<file path="config.mk">
export PLATFORM = sky130hd
export DESIGN_NAME = sha512_front
export DESIGN_NICKNAME = d
export VERILOG_FILES = /design/src/sv/sha512_pkg.sv /design/src/sv/sha512_front.sv
export SDC_FILE = /design/constraint.sdc
export NUM_CORES = 2
export LEC_CHECK = 0
export BUFFER_PORTS_ARGS = -buffer_cell sky130_fd_sc_hd__buf_4
export CAP_MARGIN = 20
export CORE_AREA = 2 2 404 406
export CTS_CLUSTER_DIAMETER = 60
export DETAILED_ROUTE_END_ITERATION = 8
export DIE_AREA = 0 0 406 408
export HOLD_SLACK_MARGIN = 0.02
export SLEW_MARGIN = 20
export SYNTH_ARGS = -nofsm -noshare
export SYNTH_HDL_FRONTEND = slang
export SYNTH_SLANG_ARGS = --single-unit
</file>
<file path="constraint.sdc">
create_clock -name clk -period 2.66 [get_ports clk]
set_input_delay 0.399 -clock clk [delete_from_list [all_inputs] [get_ports clk]]
set_output_delay 0.399 -clock clk [all_outputs]
set_load 0.1 [all_outputs]
</file>
<file path="src/sv/sha512_pkg.sv">
`default_nettype none
package sha512_pkg;

	localparam int unsigned WORD_W      = 64;
	localparam int unsigned BLK_WORDS   = 16;
	localparam int unsigned DIG_WORDS   = 8;
	localparam int unsigned ROUNDS      = 80;
	localparam int unsigned LEN_POS     = 112;
	localparam int unsigned QUEUE_DEPTH = 2;
	localparam int unsigned QPTR_W      = $clog2(QUEUE_DEPTH);
	localparam int unsigned QCNT_W      = $clog2(QUEUE_DEPTH + 1);

	localparam logic [7:0] PAD_BYTE = 8'h80;

	typedef logic [WORD_W-1:0] word_t;

	// one 1024-bit block for the compression unit; word i is words[i]
	typedef struct packed {
		logic [BLK_WORDS-1:0][WORD_W-1:0] words;
		logic                             last_blk;
	} blk_t;

	// queue to core
	typedef struct packed {
		logic avail;
		blk_t blk;
	} q_rd_t;

	function automatic word_t rotr(input word_t x, input int unsigned c);
		rotr = (x >> c) | (x << (WORD_W - c));
	endfunction

	function automatic word_t big_s0(input word_t x);
		big_s0 = rotr(x, 28) ^ rotr(x, 34) ^ rotr(x, 39);
	endfunction

	function automatic word_t big_s1(input word_t x);
		big_s1 = rotr(x, 14) ^ rotr(x, 18) ^ rotr(x, 41);
	endfunction

	function automatic word_t sml_s0(input word_t x);
		sml_s0 = rotr(x, 1) ^ rotr(x, 8) ^ (x >> 7);
	endfunction

	function automatic word_t sml_s1(input word_t x);
		sml_s1 = rotr(x, 19) ^ rotr(x, 61) ^ (x >> 6);
	endfunction

	function automatic word_t iv_word(input logic [2:0] i);
		case (i)
			3'd0: iv_word = 64'h6a09e667f3bcc908;
			3'd1: iv_word = 64'hbb67ae8584caa73b;
			3'd2: iv_word = 64'h3c6ef372fe94f82b;
			3'd3: iv_word = 64'ha54ff53a5f1d36f1;
			3'd4: iv_word = 64'h510e527fade682d1;
			3'd5: iv_word = 64'h9b05688c2b3e6c1f;
			3'd6: iv_word = 64'h1f83d9abfb41bd6b;
			default: iv_word = 64'h5be0cd19137e2179;
		endcase
	endfunction

	function automatic word_t round_k(input logic [6:0] r);
		case (r)
			7'd0:  round_k = 64'h428a2f98d728ae22;
			7'd1:  round_k = 64'h7137449123ef65cd;
			7'd2:  round_k = 64'hb5c0fbcfec4d3b2f;
			7'd3:  round_k = 64'he9b5dba58189dbbc;
			7'd4:  round_k = 64'h3956c25bf348b538;
			7'd5:  round_k = 64'h59f111f1b605d019;
			7'd6:  round_k = 64'h923f82a4af194f9b;
			7'd7:  round_k = 64'hab1c5ed5da6d8118;
			7'd8:  round_k = 64'hd807aa98a3030242;
			7'd9:  round_k = 64'h12835b0145706fbe;
			7'd10: round_k = 64'h243185be4ee4b28c;
			7'd11: round_k = 64'h550c7dc3d5ffb4e2;
			7'd12: round_k = 64'h72be5d74f27b896f;
			7'd13: round_k = 64'h80deb1fe3b1696b1;
			7'd14: round_k = 64'h9bdc06a725c71235;
			7'd15: round_k = 64'hc19bf174cf692694;
			7'd16: round_k = 64'he49b69c19ef14ad2;
			7'd17: round_k = 64'hefbe4786384f25e3;
			7'd18: round_k = 64'h0fc19dc68b8cd5b5;
			7'd19: round_k = 64'h240ca1cc77ac9c65;
			7'd20: round_k = 64'h2de92c6f592b0275;
			7'd21: round_k = 64'h4a7484aa6ea6e483;
			7'd22: round_k = 64'h5cb0a9dcbd41fbd4;
			7'd23: round_k = 64'h76f988da831153b5;
			7'd24: round_k = 64'h983e5152ee66dfab;
			7'd25: round_k = 64'ha831c66d2db43210;
			7'd26: round_k = 64'hb00327c898fb213f;
			7'd27: round_k = 64'hbf597fc7beef0ee4;
			7'd28: round_k = 64'hc6e00bf33da88fc2;
			7'd29: round_k = 64'hd5a79147930aa725;
			7'd30: round_k = 64'h06ca6351e003826f;
			7'd31: round_k = 64'h142929670a0e6e70;
			7'd32: round_k = 64'h27b70a8546d22ffc;
			7'd33: round_k = 64'h2e1b21385c26c926;
			7'd34: round_k = 64'h4d2c6dfc5ac42aed;
			7'd35: round_k = 64'h53380d139d95b3df;
			7'd36: round_k = 64'h650a73548baf63de;
			7'd37: round_k = 64'h766a0abb3c77b2a8;
			7'd38: round_k = 64'h81c2c92e47edaee6;
			7'd39: round_k = 64'h92722c851482353b;
			7'd40: round_k = 64'ha2bfe8a14cf10364;
			7'd41: round_k = 64'ha81a664bbc423001;
			7'd42: round_k = 64'hc24b8b70d0f89791;
			7'd43: round_k = 64'hc76c51a30654be30;
			7'd44: round_k = 64'hd192e819d6ef5218;
			7'd45: round_k = 64'hd69906245565a910;
			7'd46: round_k = 64'hf40e35855771202a;
			7'd47: round_k = 64'h106aa07032bbd1b8;
			7'd48: round_k = 64'h19a4c116b8d2d0c8;
			7'd49: round_k = 64'h1e376c085141ab53;
			7'd50: round_k = 64'h2748774cdf8eeb99;
			7'd51: round_k = 64'h34b0bcb5e19b48a8;
			7'd52: round_k = 64'h391c0cb3c5c95a63;
			7'd53: round_k = 64'h4ed8aa4ae3418acb;
			7'd54: round_k = 64'h5b9cca4f7763e373;
			7'd55: round_k = 64'h682e6ff3d6b2b8a3;
			7'd56: round_k = 64'h748f82ee5defb2fc;
			7'd57: round_k = 64'h78a5636f43172f60;
			7'd58: round_k = 64'h84c87814a1f0ab72;
			7'd59: round_k = 64'h8cc702081a6439ec;
			7'd60: round_k = 64'h90befffa23631e28;
			7'd61: round_k = 64'ha4506cebde82bde9;
			7'd62: round_k = 64'hbef9a3f7b2c67915;
			7'd63: round_k = 64'hc67178f2e372532b;
			7'd64: round_k = 64'hca273eceea26619c;
			7'd65: round_k = 64'hd186b8c721c0c207;
			7'd66: round_k = 64'heada7dd6cde0eb1e;
			7'd67: round_k = 64'hf57d4f7fee6ed178;
			7'd68: round_k = 64'h06f067aa72176fba;
			7'd69: round_k = 64'h0a637dc5a2c898a6;
			7'd70: round_k = 64'h113f9804bef90dae;
			7'd71: round_k = 64'h1b710b35131c471b;
			7'd72: round_k = 64'h28db77f523047d84;
			7'd73: round_k = 64'h32caab7b40c72493;
			7'd74: round_k = 64'h3c9ebe0a15c9bebc;
			7'd75: round_k = 64'h431d67c49c100d4c;
			7'd76: round_k = 64'h4cc5d4becb3e42b6;
			7'd77: round_k = 64'h597f299cfc657e2a;
			7'd78: round_k = 64'h5fcb6fab3ad6faec;
			7'd79: round_k = 64'h6c44198c4a475817;
			default: round_k = '0;
		endcase
	endfunction

endpackage
`default_nettype wire

</file>
<file path="src/sv/sha512_front.sv">
`default_nettype none
module sha512_front import sha512_pkg::*; (
	input  wire logic       clk,
	input  wire logic       arst_n,
	input  wire logic       byte_valid,
	output logic            byte_stall,
	input  wire logic [7:0] data_byte,
	input  wire logic       byte_present,
	input  wire logic       end_of_message,
	input  wire logic       q_full,
	output logic            q_push,
	output blk_t            q_blk
);

	typedef enum logic [3:0] {
		F_TAKE = 4'b0001,
		F_FULL = 4'b0010,
		F_PAD  = 4'b0100,
		F_LEN  = 4'b1000
	} fstate_t;

	fstate_t                          state_q;
	logic [6:0]                       fill_q;
	logic [63:0]                      count_q;
	logic                             end_q;
	logic [BLK_WORDS-1:0][WORD_W-1:0] buf_q;
	logic [BLK_WORDS-1:0][WORD_W-1:0] padded;
	logic                             take;
	word_t                            len_hi, len_lo;

	assign byte_stall = (state_q != F_TAKE);
	assign take       = byte_valid && (state_q == F_TAKE);
	assign len_hi     = {61'd0, count_q[63:61]};
	assign len_lo     = {count_q[60:0], 3'd0};
	assign q_push     = (state_q != F_TAKE) && !q_full;

	always_comb begin
		padded = buf_q;
		padded[fill_q[6:3]][{~fill_q[2:0], 3'b000} +: 8] = PAD_BYTE;
		q_blk = '0;
		case (state_q)
			F_FULL: begin
				q_blk.words = buf_q;
			end
			F_PAD: begin
				q_blk.words = padded;
				if (fill_q < 7'(LEN_POS)) begin
					q_blk.words[14] = len_hi;
					q_blk.words[15] = len_lo;
					q_blk.last_blk  = 1'b1;
				end
			end
			F_LEN: begin
				q_blk.words[14] = len_hi;
				q_blk.words[15] = len_lo;
				q_blk.last_blk  = 1'b1;
			end
			default: ;
		endcase
	end

	always_ff @(posedge clk or negedge arst_n) begin
		if (!arst_n) begin
			state_q <= F_TAKE;
			fill_q  <= '0;
			count_q <= '0;
			end_q   <= 1'b0;
			buf_q   <= '0;
		end else begin
			case (state_q)
				F_TAKE: begin
					if (take) begin
						if (byte_present) begin
							buf_q[fill_q[6:3]][{~fill_q[2:0], 3'b000} +: 8] <= data_byte;
							fill_q  <= fill_q + 7'd1;
							count_q <= count_q + 64'd1;
						end
						end_q <= end_of_message;
						if (byte_present && fill_q == 7'd127) begin
							state_q <= F_FULL;
						end else if (end_of_message) begin
							state_q <= F_PAD;
						end
					end
				end
				F_FULL: begin
					if (q_push) begin
						buf_q   <= '0;
						state_q <= end_q ? F_PAD : F_TAKE;
					end
				end
				F_PAD: begin
					if (q_push) begin
						buf_q <= '0;
						if (fill_q < 7'(LEN_POS)) begin
							fill_q  <= '0;
							count_q <= '0;
							state_q <= F_TAKE;
						end else begin
							state_q <= F_LEN;
						end
					end
				end
				F_LEN: begin
					if (q_push) begin
						fill_q  <= '0;
						count_q <= '0;
						state_q <= F_TAKE;
					end
				end
				default: state_q <= F_TAKE;
			endcase
		end
	end

endmodule
`default_nettype wire

</file>
# Word-level counts from Yosys, hierarchy flattened
# Cells that the tools add are included.
[op_classes]
addsub = 3
order_cmp = 3
eq_ne = 14
n_shift = 3
muxes = 34
bitwise = 1
n_reduce_logical = 12
[ops]
columns = ["op", "n"]
rows = [
  ["$mux 1024", 3],
  ["$bwmux 1024", 2],
  ["$pmux 1024 s2", 1],
  ["$pmux 896 s2", 1],
  ["$mux 64", 6],
  ["$pmux 128 s3", 1],
  ["$demux 64 s4", 1],
  ["$pmux 64 s3", 1],
  ["$mux 128", 1],
  ["$add 64x1->64 const B", 1],
  ["$shift 8x8->64 const A", 1],
  ["$shiftx 8x8->64", 1],
  ["$shiftx 8x8->64 const A", 1],
  ["$mux 7", 5],
  ["$mux 4", 7],
  ["$pmux 7 s3", 1],
  ["$pmux 4 s4", 1],
  ["$ne 2x2->1 const B", 6],
  ["$neg 6->8", 1],
  ["$add 7x1->7 const B", 1],
  ["$eq 7x7->1 const B", 1],
  ["$lt 7x7->1 const B", 1],
  ["$reduce_and 6->1", 1],
  ["$lt 4x5->1 const B", 1],
  ["20 further kinds", 23],
]
[totals]
ff_bits = 1100
inputBits = 14
output_inout_bits = 1027
word_cells = 90

# Logic depth before layout (Yosys ltp)
[logic_depth]
word_depth = 9
depth_mapped = 12
depth_no_buf = 7

# Least setup slack after synthesis
# Ideal clock, no wire load.
[synth_path]
path_type = "flip-flop to output port"
start = "register fill_q[1]"
end = "output port q_blk[1016] (netlist name)"
arrival_ns = 4.503
required_ns = 2.261
setup_slack_ns = -2.242
stages_incl_launch_ff = 11
path_buffers = 4
cell_sequence = "dfrtp_1 ha_1 ha_1 buf_2 nand2b_1 buf_2 nor3_2 clkbuf_1 clkbuf_1 a31oi_1 o21ai_0"
[synth_lines]
columns = ["element", "line", "text"]
rows = [
  ["from (decl)", "sha512_front.sv:23", "logic [6:0] fill_q;"],
  ["from (signal assigned)", "sha512_front.sv:75", "fill_q <= fill_q + 7'd1;"],
  ["to (decl)", "sha512_front.sv:12", "output blk_t q_blk"],
]

==> out/summary.json <==
{
  "timing.final.hold_violations": {"value": 0},
  "part_of_the_power_in_combinational_logic": {"value": 32.7, "unit": "%"},
  "slew_viol_final": {"value": 0},
  "critPathKind": {"value": "register to primary output"},
  "grt_max_degree": {"value": 114},
  "power_density": {"value": 635, "unit": "nW/um2"},
  "synth_xor_xnor_area_share": {"value": 0.182, "unit": "%"},
  "drc_errors": {"value": 0},
  "cts_tree": {"value": "built"},
  "area.sequential": {"value": 27500, "unit": "um2"},
  "hold-path-cell-count": {"value": 3},
  "synth-async-reset-ratio": {"value": 100, "unit": "%"},
  "drive_above_1_share": {"value": 52.4, "unit": "%"},
  "net_sw_share": {"value": 36.9, "unit": "%"},
  "setup_viol": {"value": 1150},
  "synth-edff-count": {"value": 0},
  "first_pass_grt_wire_length": {"value": 363000, "unit": "um"},
  "routabilityCongestion": {"value": 0.903},
  "seq_power_share": {"value": 32.0, "unit": "%"},
  "critical_path_required": {"value": 2260, "unit": "ps"},
  "final_core_util": {"value": 53.2, "unit": "%"},
  "vdd.ir_drop.worst": {"value": 0.595, "unit": "mV"},
  "whs_endpoint": {"value": "buf_q[757]$_DFFE_PN0P_"},
  "critical_path.endpoint_type": {"value": "primary output"},
  "filler_cell_count": {"value": 13900},
  "synth_compound_gate_area_share": {"value": 19.1, "unit": "%"},
  "hold_path.startpoint": {"value": "data_byte[5]"},
  "area_occupied_by_multi_input_gates": {"value": 30700, "unit": "um2"},
  "rrSetupSlack": {"value": -140, "unit": "ps"},
  "worst_slew_margin_rel": {"value": 41.8, "unit": "%"},
  "detail-route-antenna-nets": {"value": 0},
  "yosys-mux-area-fraction": {"value": 0.192, "unit": "%"},
  "place_hpwl": {"value": 187000, "unit": "um"},
  "overflow_left_after_global_routing": {"value": 0},
  "final_period_minus_worst_setup_slack": {"value": 3640, "unit": "ps"},
  "outcome": {"value": "complete, but fails checks"},
  "drt_pass1_iterations": {"value": 5},
  "clock-skew-final": {"value": 38.8, "unit": "ps"},
  "hold-worst-slack": {"value": 160, "unit": "ps"},
  "most_used_cells_in_the_layout_excluding_fill_and_tap_cells": {"value": "sky130_fd_sc_hd__buf_4, sky130_fd_sc_hd__dfrtp_1, sky130_fd_sc_hd__nand2_1"},
  "synth_area": {"value": 52900, "unit": "um2"},
  "clk_root_buffer_cell": {"value": "sky130_fd_sc_hd__clkbuf_16"},
  "cp.arrival": {"value": 3250, "unit": "ps"},
  "total_switching_power": {"value": 20.1, "unit": "mW"},
  "failed_checks": {"value": "setup timing"},
  "synth-main-ff-cell": {"value": "sky130_fd_sc_hd__dfrtp_1"},
  "r2r-end": {"value": "buf_q[7]$_DFFE_PN0P_"},
  "static-leakage-power": {"value": 37.2, "unit": "nW"},
  "floorplan.die.width": {"value": 406, "unit": "um"},
  "rows": {"value": 148},
  "syn_avg_cell_area": {"value": 9.35, "unit": "um2"},
  "share_of_the_cycle_needed_by_the_critical_path_after_routing": {"value": 137, "unit": "%"},
  "routed-via-count": {"value": 51200},
  "vias_per_cell": {"value": 5.43},
  "drtIter0Drc": {"value": 4063},
  "synth-simple-area-share": {"value": 25.0, "unit": "%"},
  "finalWirelength": {"value": 258000, "unit": "um"},
  "finalWorstSetupSlack": {"value": -984, "unit": "ps"},
  "netlist_instances": {"value": 5659},
  "fp.dieH": {"value": 408, "unit": "um"},
  "yosys_warnings": {"value": 0},
  "postSynthNetCount": {"value": 5677},
  "internal-power": {"value": 34.5, "unit": "mW"},
  "design.die.area": {"value": 166000, "unit": "um2"},
  "reg_to_reg_start": {"value": "fill_q[1]$_DFFE_PN0P_"},
  "h-tree-depth": {"value": 4},
  "synth_top_family_by_area": {"value": "simple AND/OR/NAND/NOR gates"},
  "maxCapViolations": {"value": 0},
  "port_buffer_cells": {"value": 1040},
  "cts.sink_count": {"value": 1100},
  "transition_at_the_pin_with_the_smallest_max_transition_slack": {"value": 867, "unit": "ps"},
  "hp-class": {"value": "input pin to register"},
  "leading_cell_type_in_the_layout_fill_and_taps_excluded": {"value": "sky130_fd_sc_hd__buf_4"},
  "power.clock.fraction": {"value": 35.3, "unit": "%"},
  "worst-r2r-cell-count": {"value": 11},
  "tritoncts.num_buffers": {"value": 136},
  "grt_use_total": {"value": 29.9, "unit": "%"},
  "post_synth_num_cell_types": {"value": 68},
  "area_delta_synth_final": {"value": 62.6, "unit": "%"},
  "synth.yosys.seq_area_share": {"value": 52.1, "unit": "%"},
  "antenna_found_initial": {"value": 5},
  "ys_ff_latch": {"value": 1100},
  "synthAdderAreaFrac": {"value": 0.0946, "unit": "%"},
  "fin_nets": {"value": 7167},
  "first_global_vias": {"value": 50000},
  "initial_utilization": {"value": 32.7, "unit": "%"},
  "crit_path_start_kind": {"value": "register"},
  "floorplan.core_area": {"value": 162000, "unit": "um2"},
  "setup.worst_path.start": {"value": "fill_q[1]$_DFFE_PN0P_"},
  "worstSkewPairLatency": {"value": 780, "unit": "ps"},
  "max_buffers_root_to_sink": {"value": 3},
  "route.detailed.wl_per_inst": {"value": 27.4, "unit": "um"},
  "path_clk_slew": {"value": 50, "unit": "ps"},
  "worst_path_fanout_max": {"value": 6},
  "io-pin-count": {"value": 1041},
  "rsz0062_at_grt": {"value": "yes"},
  "fmax": {"value": 274, "unit": "MHz"}
}
logic make-up (layout without fill, tap and decap cells):
logic type | Yosys count | in the layout
xor gates and xnor gates | 11 | 11
buffers and inverters | 467 | 2062
DFF | 1100 | 1100
other | 0 | 5
adders and majority gates | 4 | 4
AOI/OAI and AO/OA | 1424 | 1424
and+or+nand+nor | 2643 | 2643
muxes | 10 | 10
area by class of cell:
| class | count | share of cell area [%] |
|---|---|---|
| Timing Repair Buffer | 1810 | 23.6 |
| Inverter | 9 | 0.0393 |
| Tap cell | 2175 | 3.16 |
| Clock inverter | 55 | 0.854 |
| Antenna cell | 5 | 0.0146 |
| Clock buffer | 188 | 4.54 |
| Sequential cell | 1100 | 32.0 |
| Multi-Input combinational cell | 4092 | 35.7 |
metal layers:
layer	track usage (%)	wire, um	share of wire, %	vias up
met4	14.2	14400	5.6	2
met5	0	13	0.0050	-
met3	7.31	20100	7.8	502
met1	37.1	101000	39	25800
met2	48.6	123000	48	2105
li1	-	-	-	22800
power by group through the flow:
stage          clock [mW]  sequential (mW)  combinational, mW
3_3_place_gp            0             17.7               15.6
3_5_place_dp            0             17.7               15.6
6_report             19.3             17.5               17.9
2_1_floorplan           0             17.7               8.22
5_1_grt              20.3             17.5               18.5
4_1_cts              19.5             17.5               16.8
stage by stage:
stage	worst slack (ps)	instance area (um2)	power (mW)	setup TNS [ps]	instances
after floorplan	-462	59400	25.9	-114740	5659
after global placement	-680	75500	33.3	-151770	9098
after detailed placement	-699	75500	33.4	-162660	9098
after CTS	-1010	82800	53.7	-921840	9380
after global routing	-1070	86000	56.3	-988740	9430
final	-984	86000	54.6	-851510	9434
sequential cells by signal, summed over array words and instances, names as in the netlist:
| signal | flops |
|---|---|
| state_q | 4 |
| end_q | 1 |
| buf_q | 1024 |
| fill_q | 7 |
| count_q | 64 |
worst max path at each step:
stage / end / slack (ps) / cells past startpoint
after floorplan: q_blk[545] / -460 / 9
after global placement: q_blk[701] / -680 / 11
after detailed placement: q_blk[701] / -700 / 11
after CTS: q_blk[484] / -1010 / 10
after global routing: q_blk[968] / -1070 / 9
final: q_blk[968] / -980 / 9
synthesized netlist by cell type (30+ instances only):
master | instances | share of area (%)
sky130_fd_sc_hd__dfrtp_1 | 1099 | 52
sky130_fd_sc_hd__nor2_1 | 666 | 4.7
sky130_fd_sc_hd__nand2_1 | 562 | 4.0
sky130_fd_sc_hd__a31o_2 | 479 | 7.9
sky130_fd_sc_hd__and2_1 | 458 | 5.4
sky130_fd_sc_hd__clkbuf_1 | 399 | 2.8
sky130_fd_sc_hd__nor2b_1 | 398 | 4.7
sky130_fd_sc_hd__o21ai_0 | 350 | 3.3
sky130_fd_sc_hd__nand3_1 | 338 | 3.2
sky130_fd_sc_hd__a21oi_1 | 228 | 2.2
sky130_fd_sc_hd__o2bb2ai_1 | 120 | 2.0
sky130_fd_sc_hd__a22o_1 | 105 | 1.7
sky130_fd_sc_hd__or4_1 | 50 | 0.71
sky130_fd_sc_hd__a31oi_1 | 48 | 0.57
sky130_fd_sc_hd__nor3_1 | 36 | 0.34
sky130_fd_sc_hd__buf_2 | 35 | 0.33
sky130_fd_sc_hd__o31ai_1 | 34 | 0.48
sky130_fd_sc_hd__nand4_1 | 30 | 0.35
repair_timing:
item                                    in CTS  in global routing
resized for setup                          514                601
buffers inserted                            30                 45
gates cloned                                 1                  8
hold buffers                                 9                  0
endpoints found under the setup margin    1077               1328
pin swaps                                   38                 60
endpoints found under the hold margin       22                  0
critical path, cell delays in order, from the launching register on:
cell and delay (ps):
sky130_fd_sc_hd__dfrtp_1 410, sky130_fd_sc_hd__ha_4 200, sky130_fd_sc_hd__ha_4 260, sky130_fd_sc_hd__buf_6 120, sky130_fd_sc_hd__or4b_4 630, sky130_fd_sc_hd__buf_12 200
sky130_fd_sc_hd__nor2_4 210, sky130_fd_sc_hd__a222oi_1 180, sky130_fd_sc_hd__inv_2 100, sky130_fd_sc_hd__buf_12 170
No activity file was read; power rests on OpenSTA's default activity.
